$ cat src/design/crcdf_pkg.sv
`default_nettype none

package crcdf_pkg;

    localparam int PAYLOAD_CAP = 512;
    localparam int POS_MAX     = 16 + PAYLOAD_CAP;
    localparam int POS_W       = $clog2(POS_MAX + 1);
    localparam int CMP_W       = 17;
    localparam int QUEUE_DEPTH = 4;
    localparam int QPTR_W      = $clog2(QUEUE_DEPTH);
    localparam int QCNT_W      = $clog2(QUEUE_DEPTH + 1);

    localparam logic [7:0]  HDR_MASK  = 8'b11011111;
    localparam logic [31:0] CRC_POLY  = 32'hEDB88320;
    localparam logic [31:0] CRC_INIT  = 32'hFFFFFFFF;

    typedef enum logic [2:0] {
        ST_OK     = 3'd0,
        ST_WINDOW = 3'd1,
        ST_LENGTH = 3'd2,
        ST_CRC    = 3'd3,
        ST_SIZE   = 3'd4
    } status_t;

    typedef enum logic [0:0] {
        REG_MAX_WINDOW  = 1'b0,
        REG_MAX_PAYLOAD = 1'b1
    } cfg_reg_t;

    typedef enum logic [0:0] {
        KIND_PAYLOAD = 1'b0,
        KIND_REPORT  = 1'b1
    } kind_t;

    typedef struct packed {
        kind_t       kind;
        logic [7:0]  payload_byte;
        status_t     status;
        logic [1:0]  pkt_type;
        logic        truncated_flag;
        logic [4:0]  window;
        logic [7:0]  seq_number;
        logic [15:0] payload_length;
        logic [31:0] time_stamp;
    } res_t;

    typedef struct packed {
        logic [1:0] count;
        res_t       first;
        res_t       second;
    } push_t;

    function automatic logic [31:0] crc_byte(logic [31:0] crc, logic [7:0] b);
        logic [31:0] c;
        c = crc ^ {24'h000000, b};
        for (int i = 0; i < 8; i++) begin
            c = c[0] ? ((c >> 1) ^ CRC_POLY) : (c >> 1);
        end
        return c;
    endfunction

endpackage

`default_nettype wire

$ cat src/design/crcdf_if.sv
`default_nettype none

interface crcdf_in_if;
    logic       valid;
    logic       ready;
    logic [7:0] data_byte;
    logic       last;

    modport source (output valid, output data_byte, output last, input ready);
    modport sink (input valid, input data_byte, input last, output ready);
endinterface

interface crcdf_out_if;
    logic        valid;
    logic        ready;
    logic        kind;
    logic [7:0]  payload_byte;
    logic [2:0]  status;
    logic [1:0]  pkt_type;
    logic        truncated_flag;
    logic [4:0]  window;
    logic [7:0]  seq_number;
    logic [15:0] payload_length;
    logic [31:0] time_stamp;

    modport source (
        output valid, output kind, output payload_byte, output status,
        output pkt_type, output truncated_flag, output window,
        output seq_number, output payload_length, output time_stamp,
        input ready
    );
    modport sink (
        input valid, input kind, input payload_byte, input status,
        input pkt_type, input truncated_flag, input window,
        input seq_number, input payload_length, input time_stamp,
        output ready
    );
endinterface

interface crcdf_cfg_if;
    logic       valid;
    logic       ready;
    logic [0:0] index;
    logic [9:0] data;

    modport source (output valid, output index, output data, input ready);
    modport sink (input valid, input index, input data, output ready);
endinterface

`default_nettype wire

$ cat src/design/crcdf_queue.sv
`default_nettype none

module crcdf_queue (
    input  wire logic             clk,
    input  wire logic             rst_n,
    input  wire crcdf_pkg::push_t push,
    output crcdf_pkg::res_t       head,
    output logic                  head_valid,
    input  wire logic             head_ready,
    output logic                  room
);
    import crcdf_pkg::*;

    res_t               entry_reg [QUEUE_DEPTH];
    logic [QPTR_W-1:0]  wr_ptr_reg;
    logic [QPTR_W-1:0]  wr_ptr_next;
    logic [QPTR_W-1:0]  rd_ptr_reg;
    logic [QPTR_W-1:0]  rd_ptr_next;
    logic [QCNT_W-1:0]  count_reg;
    logic [QCNT_W-1:0]  count_next;
    logic               pop;

    assign head_valid = (count_reg != '0);
    assign head       = entry_reg[rd_ptr_reg];
    assign pop        = head_valid && head_ready;
    // a packet's last byte can push two transactions at once
    assign room       = (count_reg <= QCNT_W'(QUEUE_DEPTH - 2));

    always_comb
    begin
        wr_ptr_next = wr_ptr_reg + QPTR_W'(push.count);
        rd_ptr_next = pop ? rd_ptr_reg + QPTR_W'(1) : rd_ptr_reg;
        count_next  = count_reg + QCNT_W'(push.count) - QCNT_W'(pop);
    end

    always_ff @(posedge clk or negedge rst_n)
    begin
        if (!rst_n)
        begin
            wr_ptr_reg <= '0;
            rd_ptr_reg <= '0;
            count_reg  <= '0;
        end
        else
        begin
            wr_ptr_reg <= wr_ptr_next;
            rd_ptr_reg <= rd_ptr_next;
            count_reg  <= count_next;
        end
    end

    always_ff @(posedge clk)
    begin
        if (push.count != 2'd0)
        begin
            entry_reg[wr_ptr_reg] <= push.first;
        end
        if (push.count == 2'd2)
        begin
            entry_reg[wr_ptr_reg + QPTR_W'(1)] <= push.second;
        end
    end

endmodule

`default_nettype wire

$ cat src/design/crcdf_core.sv
`default_nettype none

module crcdf_core (
    input  wire logic         clk,
    input  wire logic         rst_n,
    crcdf_in_if.sink          pkt_in,
    crcdf_cfg_if.sink         cfg,
    input  wire logic         room,
    output crcdf_pkg::push_t  push
);
    import crcdf_pkg::*;

    // input register
    logic              valid_reg;
    logic [7:0]        data_reg;
    logic              last_reg;
    logic              consume;

    // configuration
    logic [4:0]        max_window_reg;
    logic [9:0]        max_payload_reg;

    // packet state
    logic [POS_W-1:0]  pos_reg;
    logic [POS_W-1:0]  pos_next;
    logic [31:0]       crc_reg;
    logic [31:0]       crc_next;
    logic [31:0]       rcrc_reg;
    logic [31:0]       rcrc_next;
    logic [7:0]        hb0_reg;
    logic [7:0]        hb0_next;
    logic [7:0]        seq_reg;
    logic [7:0]        seq_next;
    logic [15:0]       len_reg;
    logic [15:0]       len_next;
    logic [31:0]       stamp_reg;
    logic [31:0]       stamp_next;
    status_t           err_reg;
    status_t           err_next;

    // values after this byte
    logic [31:0]       crc_mid;
    logic [31:0]       rcrc_mid;
    logic [7:0]        hb0_mid;
    logic [7:0]        seq_mid;
    logic [15:0]       len_mid;
    logic [31:0]       stamp_mid;
    status_t           err_mid;
    status_t           status;
    logic [31:0]       crc_upd;
    logic [CMP_W-1:0]  pos_ext;
    logic [CMP_W-1:0]  len_ext;
    logic [CMP_W-1:0]  len_mid_ext;
    logic              emit;
    logic              size_ok;
    res_t              data_res;
    res_t              rep_res;

    assign consume      = valid_reg && room;
    assign pkt_in.ready = !valid_reg || room;
    assign cfg.ready    = 1'b1;

    always_ff @(posedge clk or negedge rst_n)
    begin
        if (!rst_n)
        begin
            valid_reg <= 1'b0;
        end
        else if (pkt_in.ready)
        begin
            valid_reg <= pkt_in.valid;
        end
    end

    always_ff @(posedge clk)
    begin
        if (pkt_in.valid && pkt_in.ready)
        begin
            data_reg <= pkt_in.data_byte;
            last_reg <= pkt_in.last;
        end
    end

    always_ff @(posedge clk or negedge rst_n)
    begin
        if (!rst_n)
        begin
            max_window_reg  <= 5'd31;
            max_payload_reg <= 10'd512;
        end
        else if (cfg.valid && cfg.ready)
        begin
            unique case (cfg.index)
                REG_MAX_WINDOW:  max_window_reg  <= cfg.data[4:0];
                REG_MAX_PAYLOAD: max_payload_reg <= cfg.data;
                default:         max_window_reg  <= max_window_reg;
            endcase
        end
    end

    always_comb
    begin
        pos_ext     = CMP_W'(pos_reg);
        len_ext     = CMP_W'(len_reg);
        crc_upd     = crc_byte(crc_reg, (pos_reg == '0) ? (data_reg & HDR_MASK) : data_reg);
        crc_mid     = crc_reg;
        rcrc_mid    = rcrc_reg;
        hb0_mid     = hb0_reg;
        seq_mid     = seq_reg;
        len_mid     = len_reg;
        stamp_mid   = stamp_reg;
        err_mid     = err_reg;
        emit        = 1'b0;

        // header field capture
        priority if (pos_reg == POS_W'(0))
        begin
            hb0_mid = data_reg;
            if (err_reg == ST_OK && data_reg[4:0] > max_window_reg)
            begin
                err_mid = ST_WINDOW;
            end
        end
        else if (pos_reg == POS_W'(1))
        begin
            seq_mid = data_reg;
        end
        else if (pos_reg == POS_W'(2))
        begin
            len_mid = {data_reg, 8'h00};
        end
        else if (pos_reg == POS_W'(3))
        begin
            len_mid = {len_reg[15:8], data_reg};
            if (err_reg == ST_OK && (len_mid > 16'(max_payload_reg)
                                     || len_mid > 16'(PAYLOAD_CAP)))
            begin
                err_mid = ST_LENGTH;
            end
        end
        else if (pos_reg <= POS_W'(7))
        begin
            stamp_mid = {stamp_reg[23:0], data_reg};
        end
        else
        begin
            stamp_mid = stamp_reg;
        end

        // CRC section
        priority if (pos_reg <= POS_W'(7))
        begin
            crc_mid = crc_upd;
        end
        else if (pos_reg <= POS_W'(11))
        begin
            rcrc_mid = {rcrc_reg[23:0], data_reg};
            if (pos_reg == POS_W'(11))
            begin
                if (err_mid == ST_OK && (~crc_reg) != rcrc_mid)
                begin
                    err_mid = ST_CRC;
                end
                crc_mid = CRC_INIT;
            end
        end
        else if (pos_ext < len_ext + CMP_W'(12))
        begin
            crc_mid = crc_upd;
            emit    = (err_reg == ST_OK);
        end
        else if (len_reg != '0 && pos_ext < len_ext + CMP_W'(16))
        begin
            rcrc_mid = {rcrc_reg[23:0], data_reg};
            if (pos_ext == len_ext + CMP_W'(15) && err_reg == ST_OK
                && (~crc_reg) != rcrc_mid)
            begin
                err_mid = ST_CRC;
            end
        end
        else
        begin
            rcrc_mid = rcrc_reg;
        end

        // end-of-packet status: size check only when nothing else failed
        len_mid_ext = CMP_W'(len_mid);
        if (len_mid == '0)
        begin
            size_ok = (pos_ext == CMP_W'(11));
        end
        else
        begin
            size_ok = (pos_ext == len_mid_ext + CMP_W'(11))
                   || (pos_ext == len_mid_ext + CMP_W'(15));
        end
        if (err_mid != ST_OK)
        begin
            status = err_mid;
        end
        else
        begin
            status = size_ok ? ST_OK : ST_SIZE;
        end
    end

    always_comb
    begin
        data_res              = '0;
        data_res.kind         = KIND_PAYLOAD;
        data_res.payload_byte = data_reg;
        data_res.status       = ST_OK;

        rep_res.kind           = KIND_REPORT;
        rep_res.payload_byte   = 8'h00;
        rep_res.status         = status;
        rep_res.pkt_type       = hb0_mid[7:6];
        rep_res.truncated_flag = hb0_mid[5];
        rep_res.window         = hb0_mid[4:0];
        rep_res.seq_number     = seq_mid;
        rep_res.payload_length = len_mid;
        rep_res.time_stamp     = stamp_mid;

        push.count  = 2'd0;
        push.first  = emit ? data_res : rep_res;
        push.second = rep_res;
        if (consume)
        begin
            push.count = {1'b0, emit} + {1'b0, last_reg};
        end
    end

    always_comb
    begin
        if (last_reg)
        begin
            pos_next   = '0;
            crc_next   = CRC_INIT;
            rcrc_next  = '0;
            hb0_next   = '0;
            seq_next   = '0;
            len_next   = '0;
            stamp_next = '0;
            err_next   = ST_OK;
        end
        else
        begin
            // hold at the saturation point, never a valid end position
            pos_next   = (pos_reg < POS_W'(POS_MAX)) ? pos_reg + POS_W'(1) : pos_reg;
            crc_next   = crc_mid;
            rcrc_next  = rcrc_mid;
            hb0_next   = hb0_mid;
            seq_next   = seq_mid;
            len_next   = len_mid;
            stamp_next = stamp_mid;
            err_next   = err_mid;
        end
    end

    always_ff @(posedge clk or negedge rst_n)
    begin
        if (!rst_n)
        begin
            pos_reg   <= '0;
            crc_reg   <= CRC_INIT;
            rcrc_reg  <= '0;
            hb0_reg   <= '0;
            seq_reg   <= '0;
            len_reg   <= '0;
            stamp_reg <= '0;
            err_reg   <= ST_OK;
        end
        else if (consume)
        begin
            pos_reg   <= pos_next;
            crc_reg   <= crc_next;
            rcrc_reg  <= rcrc_next;
            hb0_reg   <= hb0_next;
            seq_reg   <= seq_next;
            len_reg   <= len_next;
            stamp_reg <= stamp_next;
            err_reg   <= err_next;
        end
    end

endmodule

`default_nettype wire

$ cat src/design/crc_checked_packet_deframer_unit.sv
`default_nettype none

// channel  direction  transaction
// pkt_in   in         one packet byte, last marks the final byte
// res_out  out        payload byte (kind 0) or end-of-packet report (kind 1)
// cfg      in         register write: index 0 max_window, 1 max_payload
//
// One byte is taken per cycle while the queue has room; it is processed from the input register,
// with a byte-wide CRC-32 update, and its results land in a four-entry queue.
// A last payload byte yields two transactions; pkt_in stalls only when the queue
// has fewer than two free slots.
// Reset clears the packet state, the queue, and loads max_window 31, max_payload 512.

module crc_checked_packet_deframer_unit (
    input  wire logic    clk,
    input  wire logic    rst_n,
    crcdf_in_if.sink     pkt_in,
    crcdf_out_if.source  res_out,
    crcdf_cfg_if.sink    cfg
);
    import crcdf_pkg::*;

    push_t  push;
    res_t   head;
    logic   head_valid;
    logic   room;

    crcdf_core u_core (
        .clk    (clk),
        .rst_n  (rst_n),
        .pkt_in (pkt_in),
        .cfg    (cfg),
        .room   (room),
        .push   (push)
    );

    crcdf_queue u_queue (
        .clk        (clk),
        .rst_n      (rst_n),
        .push       (push),
        .head       (head),
        .head_valid (head_valid),
        .head_ready (res_out.ready),
        .room       (room)
    );

    assign res_out.valid          = head_valid;
    assign res_out.kind           = head.kind;
    assign res_out.payload_byte   = head.payload_byte;
    assign res_out.status         = head.status;
    assign res_out.pkt_type       = head.pkt_type;
    assign res_out.truncated_flag = head.truncated_flag;
    assign res_out.window         = head.window;
    assign res_out.seq_number     = head.seq_number;
    assign res_out.payload_length = head.payload_length;
    assign res_out.time_stamp     = head.time_stamp;

endmodule

`default_nettype wire

$ cat src/flat_wrapper.sv
// flat-port wrapper written by rule: the top's interface ports become plain ports
module crc_checked_packet_deframer_unit_flat import crcdf_pkg::*;
  (clk, rst_n, pkt_in_valid, pkt_in_data_byte, pkt_in_last, pkt_in_ready, res_out_valid, res_out_kind, res_out_payload_byte, res_out_status, res_out_pkt_type, res_out_truncated_flag, res_out_window, res_out_seq_number, res_out_payload_length, res_out_time_stamp, res_out_ready, cfg_valid, cfg_index, cfg_data, cfg_ready);
  crcdf_in_if pkt_in_i ();
  crcdf_out_if res_out_i ();
  crcdf_cfg_if cfg_i ();
  input  wire logic clk;
  input  wire logic rst_n;
  input wire logic [$bits(pkt_in_i.valid)-1:0] pkt_in_valid;
  input wire logic [$bits(pkt_in_i.data_byte)-1:0] pkt_in_data_byte;
  input wire logic [$bits(pkt_in_i.last)-1:0] pkt_in_last;
  output wire logic [$bits(pkt_in_i.ready)-1:0] pkt_in_ready;
  output wire logic [$bits(res_out_i.valid)-1:0] res_out_valid;
  output wire logic [$bits(res_out_i.kind)-1:0] res_out_kind;
  output wire logic [$bits(res_out_i.payload_byte)-1:0] res_out_payload_byte;
  output wire logic [$bits(res_out_i.status)-1:0] res_out_status;
  output wire logic [$bits(res_out_i.pkt_type)-1:0] res_out_pkt_type;
  output wire logic [$bits(res_out_i.truncated_flag)-1:0] res_out_truncated_flag;
  output wire logic [$bits(res_out_i.window)-1:0] res_out_window;
  output wire logic [$bits(res_out_i.seq_number)-1:0] res_out_seq_number;
  output wire logic [$bits(res_out_i.payload_length)-1:0] res_out_payload_length;
  output wire logic [$bits(res_out_i.time_stamp)-1:0] res_out_time_stamp;
  input wire logic [$bits(res_out_i.ready)-1:0] res_out_ready;
  input wire logic [$bits(cfg_i.valid)-1:0] cfg_valid;
  input wire logic [$bits(cfg_i.index)-1:0] cfg_index;
  input wire logic [$bits(cfg_i.data)-1:0] cfg_data;
  output wire logic [$bits(cfg_i.ready)-1:0] cfg_ready;
  assign pkt_in_i.valid = pkt_in_valid;
  assign pkt_in_i.data_byte = pkt_in_data_byte;
  assign pkt_in_i.last = pkt_in_last;
  assign pkt_in_ready = pkt_in_i.ready;
  assign res_out_valid = res_out_i.valid;
  assign res_out_kind = res_out_i.kind;
  assign res_out_payload_byte = res_out_i.payload_byte;
  assign res_out_status = res_out_i.status;
  assign res_out_pkt_type = res_out_i.pkt_type;
  assign res_out_truncated_flag = res_out_i.truncated_flag;
  assign res_out_window = res_out_i.window;
  assign res_out_seq_number = res_out_i.seq_number;
  assign res_out_payload_length = res_out_i.payload_length;
  assign res_out_time_stamp = res_out_i.time_stamp;
  assign res_out_i.ready = res_out_ready;
  assign cfg_i.valid = cfg_valid;
  assign cfg_i.index = cfg_index;
  assign cfg_i.data = cfg_data;
  assign cfg_ready = cfg_i.ready;
  crc_checked_packet_deframer_unit u_core (.clk(clk), .rst_n(rst_n), .pkt_in(pkt_in_i), .res_out(res_out_i), .cfg(cfg_i));
endmodule
$ cat config.mk
export PLATFORM = sky130hd
export DESIGN_NAME = crc_checked_packet_deframer_unit_flat
export DESIGN_NICKNAME = d
export VERILOG_FILES = /design/src/design/crcdf_pkg.sv /design/src/design/crcdf_if.sv /design/src/design/crcdf_queue.sv /design/src/design/crcdf_core.sv /design/src/design/crc_checked_packet_deframer_unit.sv /design/src/flat_wrapper.sv
export SDC_FILE = /design/constraint.sdc
export NUM_CORES = 1
export LEC_CHECK = 0
export BUFFER_PORTS_ARGS = -buffer_cell sky130_fd_sc_hd__buf_2
export CORE_MARGIN = 4
export CORE_UTILIZATION = 35
export CTS_CLUSTER_DIAMETER = 150
export DETAILED_ROUTE_END_ITERATION = 8
export PLACE_DENSITY = 0.53
export SLEW_MARGIN = 30
export SYNTH_ARGS = -nofsm -noshare
export SYNTH_HDL_FRONTEND = slang
export SYNTH_HIERARCHICAL = 1
export SYNTH_SLANG_ARGS = --single-unit
$ cat constraint.sdc
create_clock -name clk -period 11.2 [get_ports clk]
set_clock_uncertainty 0.15 [all_clocks]
set_input_delay 1.12 -clock clk [delete_from_list [all_inputs] [get_ports clk]]
set_output_delay 1.12 -clock clk [all_outputs]
set_load 0.1 [all_outputs]
==> run metrics, run 1 <==
outcome=completed; Post-DP HPWL=44.6 mm; arrival time worst endpoint=6.43 ns; cell count after synthesis=2106; asr flop ratio synth=33.3%; Post-CTS Repair Setup Buffers=0; H-tree levels=2; top_reg_cell synth=edfxtp_1; RSZ-0062 raised after global routing=no; Slew headroom=36.4%; # DRC=0; clk slew on worst S/H paths=0.06 ns; Area Growth Syn to Fin=11.8%; critical path, cell by cell=ha_1 -> nand3_1 -> nor2_1 -> xnor2_1 -> ha_1 -> nand3_1 -> o21ai_0 -> o21ai_0 -> a211oi_1 -> nor2_4 -> buf_4 -> ha_1 -> and3_1 -> or3b_2 -> a21oi_4 -> buf_4 -> buf_4; Die Y-Extent=283 µm; Achievable Freq=157 MHz; # setup viols final=0; Syn Area/Cell=12.6 µm²; Die W=283 µm; GP Congestion=0.881; flop-to-flop setup slack=4.84 ns; WP buf/inv=3; Fin Setup TNS=0 ns; Crit. End Element=flop; Hold Worst Slack=0.331 ns; Peak VDD IR=0.243 mV; Worst path max stage delay=0.75 ns; Synth warnings=6; register area share after synthesis=50.5%; initial antenna violation count=1; fin. max-slew vios=0; first-pass GRT wire length=112 mm; Startpoint Class=flop; Worst Slack Setup Final=4.84 ns; Place WS=4.92 ns; fillers=7033; period utilization=56.8%; min Tclk post-route=6.36 ns; post-route ant nets=0; Core Region=74700 µm²; share of layout cells above drive strength 1=28.8%; vias in the first global route=18.1k; worst hold path type=flop to flop; critical path class=flop to flop; placement row count=100; CTS max path bufs=3; initial core utilization=35.4%; Largest register FFs=304; Synth top area share=35.5%; vias=17.3k; CTS Buf Count=52; Tightest Pin Transition=0.952 ns; clock latency on the worst-skew pair=0.60 ns; final hold vios=0; largest net degree at the start of global routing=86; TritonCTS clock tree=built; CTS sink count=469; Yosys top cell by area=edfxtp_1; DR pass1 iterations=5; Pwr Density=306 nW/µm²; post-synthesis register bit count=469; Layout Nets=2236; drt via density=5.46; hold_buf cts=0; Netlist cell types=89; GRT overflow=0; die area=80100 µm²; post-synthesis instance area=26500 µm²; WL/cell=22.8 µm; Post-synth EDFFs=313; Post-CTS Resized=0; WL final=72.3 mm; # IOs=104; I/O Buffers=102; Static Leakage=11.9 nW; Tot GR Track Use=17.8%; Worst Path Max Fanout=49; CP top delay family=buffers and inverters; CTS Root Cell=clkbuf_16; Critical Path Slowest Stage Cell=buf_4; number of DRC markers in iteration 0=1392; CP Data Required Time=11.27 ns; synth top area cells=edfxtp_1, dfrtp_1, mux2_2; Max Cap Viol=0
## tightest hold or removal path, cell delays in order (launching register included)
cell,delay (ns)
dfrtp_1,0.34
nand2_1,0.04
o21ai_0,0.06
## per-layer routing
| layer | part of all wire [%] | global-route usage (%) | vias up |
|---|---|---|---|
| li1 | - | - | 7911 |
| met1 | 46 | 25.1 | 8861 |
| met2 | 48 | 29.4 | 473 |
| met3 | 4.7 | 2.32 | 81 |
| met4 | 1.7 | 4.00 | 0 |
| met5 | 0 | 0 | - |
## path summary, 6_finish.rpt
path	startpoint	to	depth (start not counted)
max	u_core/u_core/len_reg[4]	u_core/u_queue/entry_reg[2][43]	17
min	u_core/u_core/seq_reg[3]	u_core/u_core/seq_reg[3]	2
min in group asynchronous	rst_n	u_core/u_core/stamp_reg[19]	1
min reg2reg	u_core/u_core/seq_reg[3]	u_core/u_core/seq_reg[3]	2
max in group asynchronous	rst_n	u_core/u_core/rcrc_reg[18]	2
max reg2reg	u_core/u_core/len_reg[4]	u_core/u_queue/entry_reg[2][43]	17
## Yosys cell counts, types with 11 or more instances
master    count
nand4_1      25
mux2_1       54
inv_1       110
ha_1         50
and2_1       12
mux2_4       40
xor2_1       49
o21ai_0      87
mux4_2       76
nor4_1       15
nand3_1      25
a31oi_1      40
buf_2        31
nor2b_1      14
buf_6        11
buf_4        20
clkbuf_1     71
mux2i_1      35
o22ai_1      16
xnor2_1      92
a22o_1       27
edfxtp_1    313
a21oi_1      65
nand2_1      97
mux2_2      223
nor2_1      166
dfstp_2      38
and3_1       16
nor3_1       14
dfrtp_1     118
## per-stage QoR
stage	cell area, µm²	util, %	cells	total power, mW
after floorplan	26500	-	2114	6.33
after global placement	27800	37.2	3073	7.31
after detailed placement	27900	37.3	3075	7.38
after CTS	29600	39.6	3173	9.14
after global routing	29600	39.6	3173	9.53
final	29600	39.6	3174	9.05
## cell families after synthesis
| logic type | Yosys count | share of synthesized area [%] |
|---|---|---|
| flip-flops | 469 | 50.5 |
| AND/OR/NAND/NOR | 436 | 8.15 |
| multiplexers | 428 | 21.8 |
| AO/OA/AOI/OAI | 318 | 7.75 |
| buffers and inverters | 260 | 4.60 |
| XOR/XNOR | 142 | 4.73 |
| adder cells (fa/ha/maj) | 51 | 2.44 |
| other | 2 | 0.0284 |
## area by class of cell
type	instances	area [µm²]	share of cell area, %
Clock buffer	75	1500	5.07
Sequential cell	469	13400	45.2
Clock inverter	23	224	0.757
Antenna cell	1	2.50	0.00846
Inverter	113	424	1.43
Tap cell	969	1210	4.10
Multi-Input combinational cell	1385	12000	40.7
Timing Repair Buffer	139	837	2.83
## where the power goes
| part | switching [mW] | total [mW] | leakage, nW | internal, mW |
|---|---|---|---|---|
| combinational | 3.22 | 4.70 | 6.14 | 1.47 |
| sequential | 0.280 | 2.63 | 4.89 | 2.34 |
| clock | 0.708 | 1.73 | 0.848 | 1.02 |
| total | 4.21 | 9.05 | 11.9 | 4.84 |
## cells in the final DEF, fill, tap and decap left out, drive strengths merged, types with 12 or more instances in the layout
cell | netlist | final
and3 | 16 | 16
buf | 76 | 138
mux2i | 35 | 35
xor2 | 50 | 50
dfstp | 38 | 38
inv | 111 | 112
nand4 | 25 | 25
clkbuf | 71 | 76
clkinv | 2 | 20
nor2 | 166 | 166
mux4 | 76 | 76
dfrtp | 118 | 118
ha | 50 | 50
and2 | 12 | 12
nor4 | 19 | 19
a21oi | 65 | 65
o21ai | 90 | 90
edfxtp | 313 | 313
a22o | 27 | 27
o22ai | 18 | 18
nor3 | 15 | 15
nor2b | 14 | 14
a31oi | 41 | 41
nand2 | 97 | 97
mux2 | 317 | 317
xnor2 | 92 | 92
nand3 | 26 | 26
Power figures use the tool's default switching activity.
==> inputs of run 2 (changes only) <==
PLACE_DENSITY = 0.55   (was 0.53)
clock period = 5.3 ns   (was 11.2 ns; I/O delays follow)
==> run metrics, run 2 (synthesized netlist as in run 1, its figures left out) <==
most common library cell in the layout ignoring fill and taps=edfxtp_1; Tot GR Track Use=18.2% (+0.47 points); critical path endpoint=u_core/u_queue/entry_reg[1][66]; Die W=283 µm (unchanged); CP Data Required Time=5.50 ns (-5.77 ns); Static Leakage=12.2 nW (+3.1%); WP buf/inv=1 (-2); Hold Worst Slack=0.129 ns (-0.203 ns); critical path class=flop to flop; DR WL met3=4.01 mm (+19%); Layout Nets=2307 (+3.2%); ANT cells=0 (-1); # DRC=0 (unchanged); placement row count=100 (unchanged); RSZ-0062 raised after global routing=no; WL final=74.4 mm (+3.0%); number of DRC markers in iteration 0=1382 (-0.72%); CTS sink count=469 (unchanged); share of layout cells above drive strength 1=30.0% (+1.2 points); CTS Buf Count=53 (+1.9%); # setup viols final=0 (unchanged); die area=80100 µm² (unchanged); CTS max path bufs=3 (unchanged); R2R depth=14 (-3); arrival time worst endpoint=5.07 ns (-1.36 ns); H-tree levels=2 (unchanged); Tightest Pin Transition=0.966 ns (+0.0132 ns); total placed cells including tap cells=3123 (+1.6%); Worst Slack Setup Final=0.431 ns (-4.41 ns); Core Region=74700 µm² (unchanged); Area Growth Syn to Fin=14.6%; Critical Path Slowest Stage Cell=dfrtp_1; # IOs=104 (unchanged); most frequent cells in the layout=edfxtp_1, mux2_2, nor2_1, dfrtp_1, inv_1; Worst Path Max Fanout=8 (-84%); clk slew on worst S/H paths=0.06 ns (about the same); WP depth=14 (-3); Achievable Freq=205 MHz (+31%); Crit. End Element=flop; outcome=completed; WL/cell=22.9 µm (+0.75%); first-pass GRT wire length=115 mm (+2.6%); GRT overflow=0 (unchanged); min Tclk post-route=4.87 ns (-1.49 ns); GP Congestion=0.921 (+4.5%); final hold vios=0 (unchanged); Die Y-Extent=283 µm (unchanged); Post-CTS Resized=0 (unchanged); vias=17.6k (+1.8%); largest net degree at the start of global routing=87 (+1.2%); initial core utilization=35.4% (unchanged); Place WS=0.475 ns (-4.44 ns); critical path, cell by cell=inv_1 -> ha_1 -> or3b_2 -> nor3_4 -> o22ai_1 -> ha_1 -> xor2_1 -> xor2_1 -> o21ai_0 -> or4_1 -> a21oi_1 -> nand4_1 -> a311o_1 -> mux2_1; Slew headroom=35.6% (-0.74 points); drt via density=5.43 (-0.44%); Worst path max stage delay=0.54 ns (-0.21 ns); I/O Buffers=102 (unchanged); Setup crit start=u_core/u_core/pos_reg[1]; Max Cap Viol=0 (unchanged); CP top delay family=simple AND/OR/NAND/NOR gates; flop-to-flop setup slack=0.43 ns (-4.41 ns); Post-DP HPWL=48.0 mm (+7.6%); initial antenna violation count=1 (unchanged); Pwr Density=633 nW/µm² (+110%); R2R Path Start=u_core/u_core/pos_reg[1]; met2 WL post-DR=34.4 mm (about the same); period utilization=91.9% (+35 points); clock latency on the worst-skew pair=0.61 ns (about the same); worst hold path type=input pin to flop; Largest register FFs=304 (unchanged); DR top layer=met4; wl on met1=34.5 mm (+3.7%); Startpoint Class=flop; DR pass1 iterations=5 (unchanged); Post-Layout Cell Count=3244 (+2.2%); CTS Root Cell=clkbuf_16; fin. max-slew vios=0 (unchanged); post-route ant nets=0 (unchanged); vias in the first global route=18.2k (+1.0%); R2R Path End=u_core/u_queue/entry_reg[1][66]; Peak VDD IR=0.366 mV (+50%); TritonCTS clock tree=built
==> run 2: changes by cell type in the layout (fill, tap and decap cells not counted), moves of 2 or more <==
| cell | before | now |
|---|---|---|
| dlygate4sd3_1 | 0 | 21 |
| buf_6 | 2 | 0 |
| clkinvlp_4 | 0 | 2 |
| buf_4 | 33 | 66 |
| bufinv_16 | 4 | 2 |
| buf_12 | 1 | 18 |
==> run 2: how the worst min path moves through the flow <==
stage / startpoint / to / depth (start not counted)
4_1_cts: res_out_ready / u_core/u_queue/rd_ptr_reg[1] / 3
6_report: res_out_ready / u_core/u_queue/rd_ptr_reg[1] / 3
2_1_floorplan: rst_n / u_core/u_core/err_reg[0] / 0
3_3_place_gp: u_core/u_core/seq_reg[4] / u_core/u_core/seq_reg[4] / 2
3_5_place_dp: u_core/u_core/hb0_reg[6] / u_core/u_core/hb0_reg[6] / 2
5_1_grt: res_out_ready / u_core/u_queue/rd_ptr_reg[1] / 3
==> run 2: what timing repair did <==
action	CTS	global route
endpoints found under the hold margin	95	0
setup buffers	0	0
hold buffers	21	0
==> run 2: where the power goes <==
part	total [mW]	internal [mW]	switching [mW]
sequential	5.53	4.95	0.579
clock	3.57	2.06	1.51
combinational	10.1	3.24	6.88
==> run 2: per-layer routing <==
metal,up-vias,track usage (%)
met5,-,0
met4,0,4.40
met3,103,2.81
met2,504,29.3
met1,8986,26.1
li1,8037,-
==> run 2: worst register-to-register path: cells and delay by family (launching register included) <==
family | cells | cell delay [ns]
adders and majority gates | 2 | 0.52
xor gates and xnor gates | 2 | 0.46
DFF | 1 | 0.54
AOI/OAI and AO/OA | 4 | 0.90
buffers and inverters | 1 | 0.12
and+or+nand+nor | 4 | 1.65
muxes | 1 | 0.29
==> run 2: per-stage QoR <==
step	utilization (%)	instance area [µm²]	TNS [ns]	power, mW
5_1_grt	40.6	30300	0	20.2
3_3_place_gp	38.0	28400	0	15.6
3_5_place_dp	38.0	28400	0	15.7
4_1_cts	40.6	30300	0	19.4
2_1_floorplan	-	26500	-57.00	13.4
6_report	40.6	30300	0	19.2
==> run 2: layout make-up <==
| cell class | instances | area [µm²] |
|---|---|---|
| fillers | 6969 | 44400 |
| flip-flops and latches | 469 | 13400 |
| multi-input cells | 1385 | 12000 |
| repair buffers | 209 | 1630 |
| clock buffers | 74 | 1490 |
| well taps | 969 | 1210 |
| inverters | 113 | 424 |
| clock inverters | 25 | 199 |
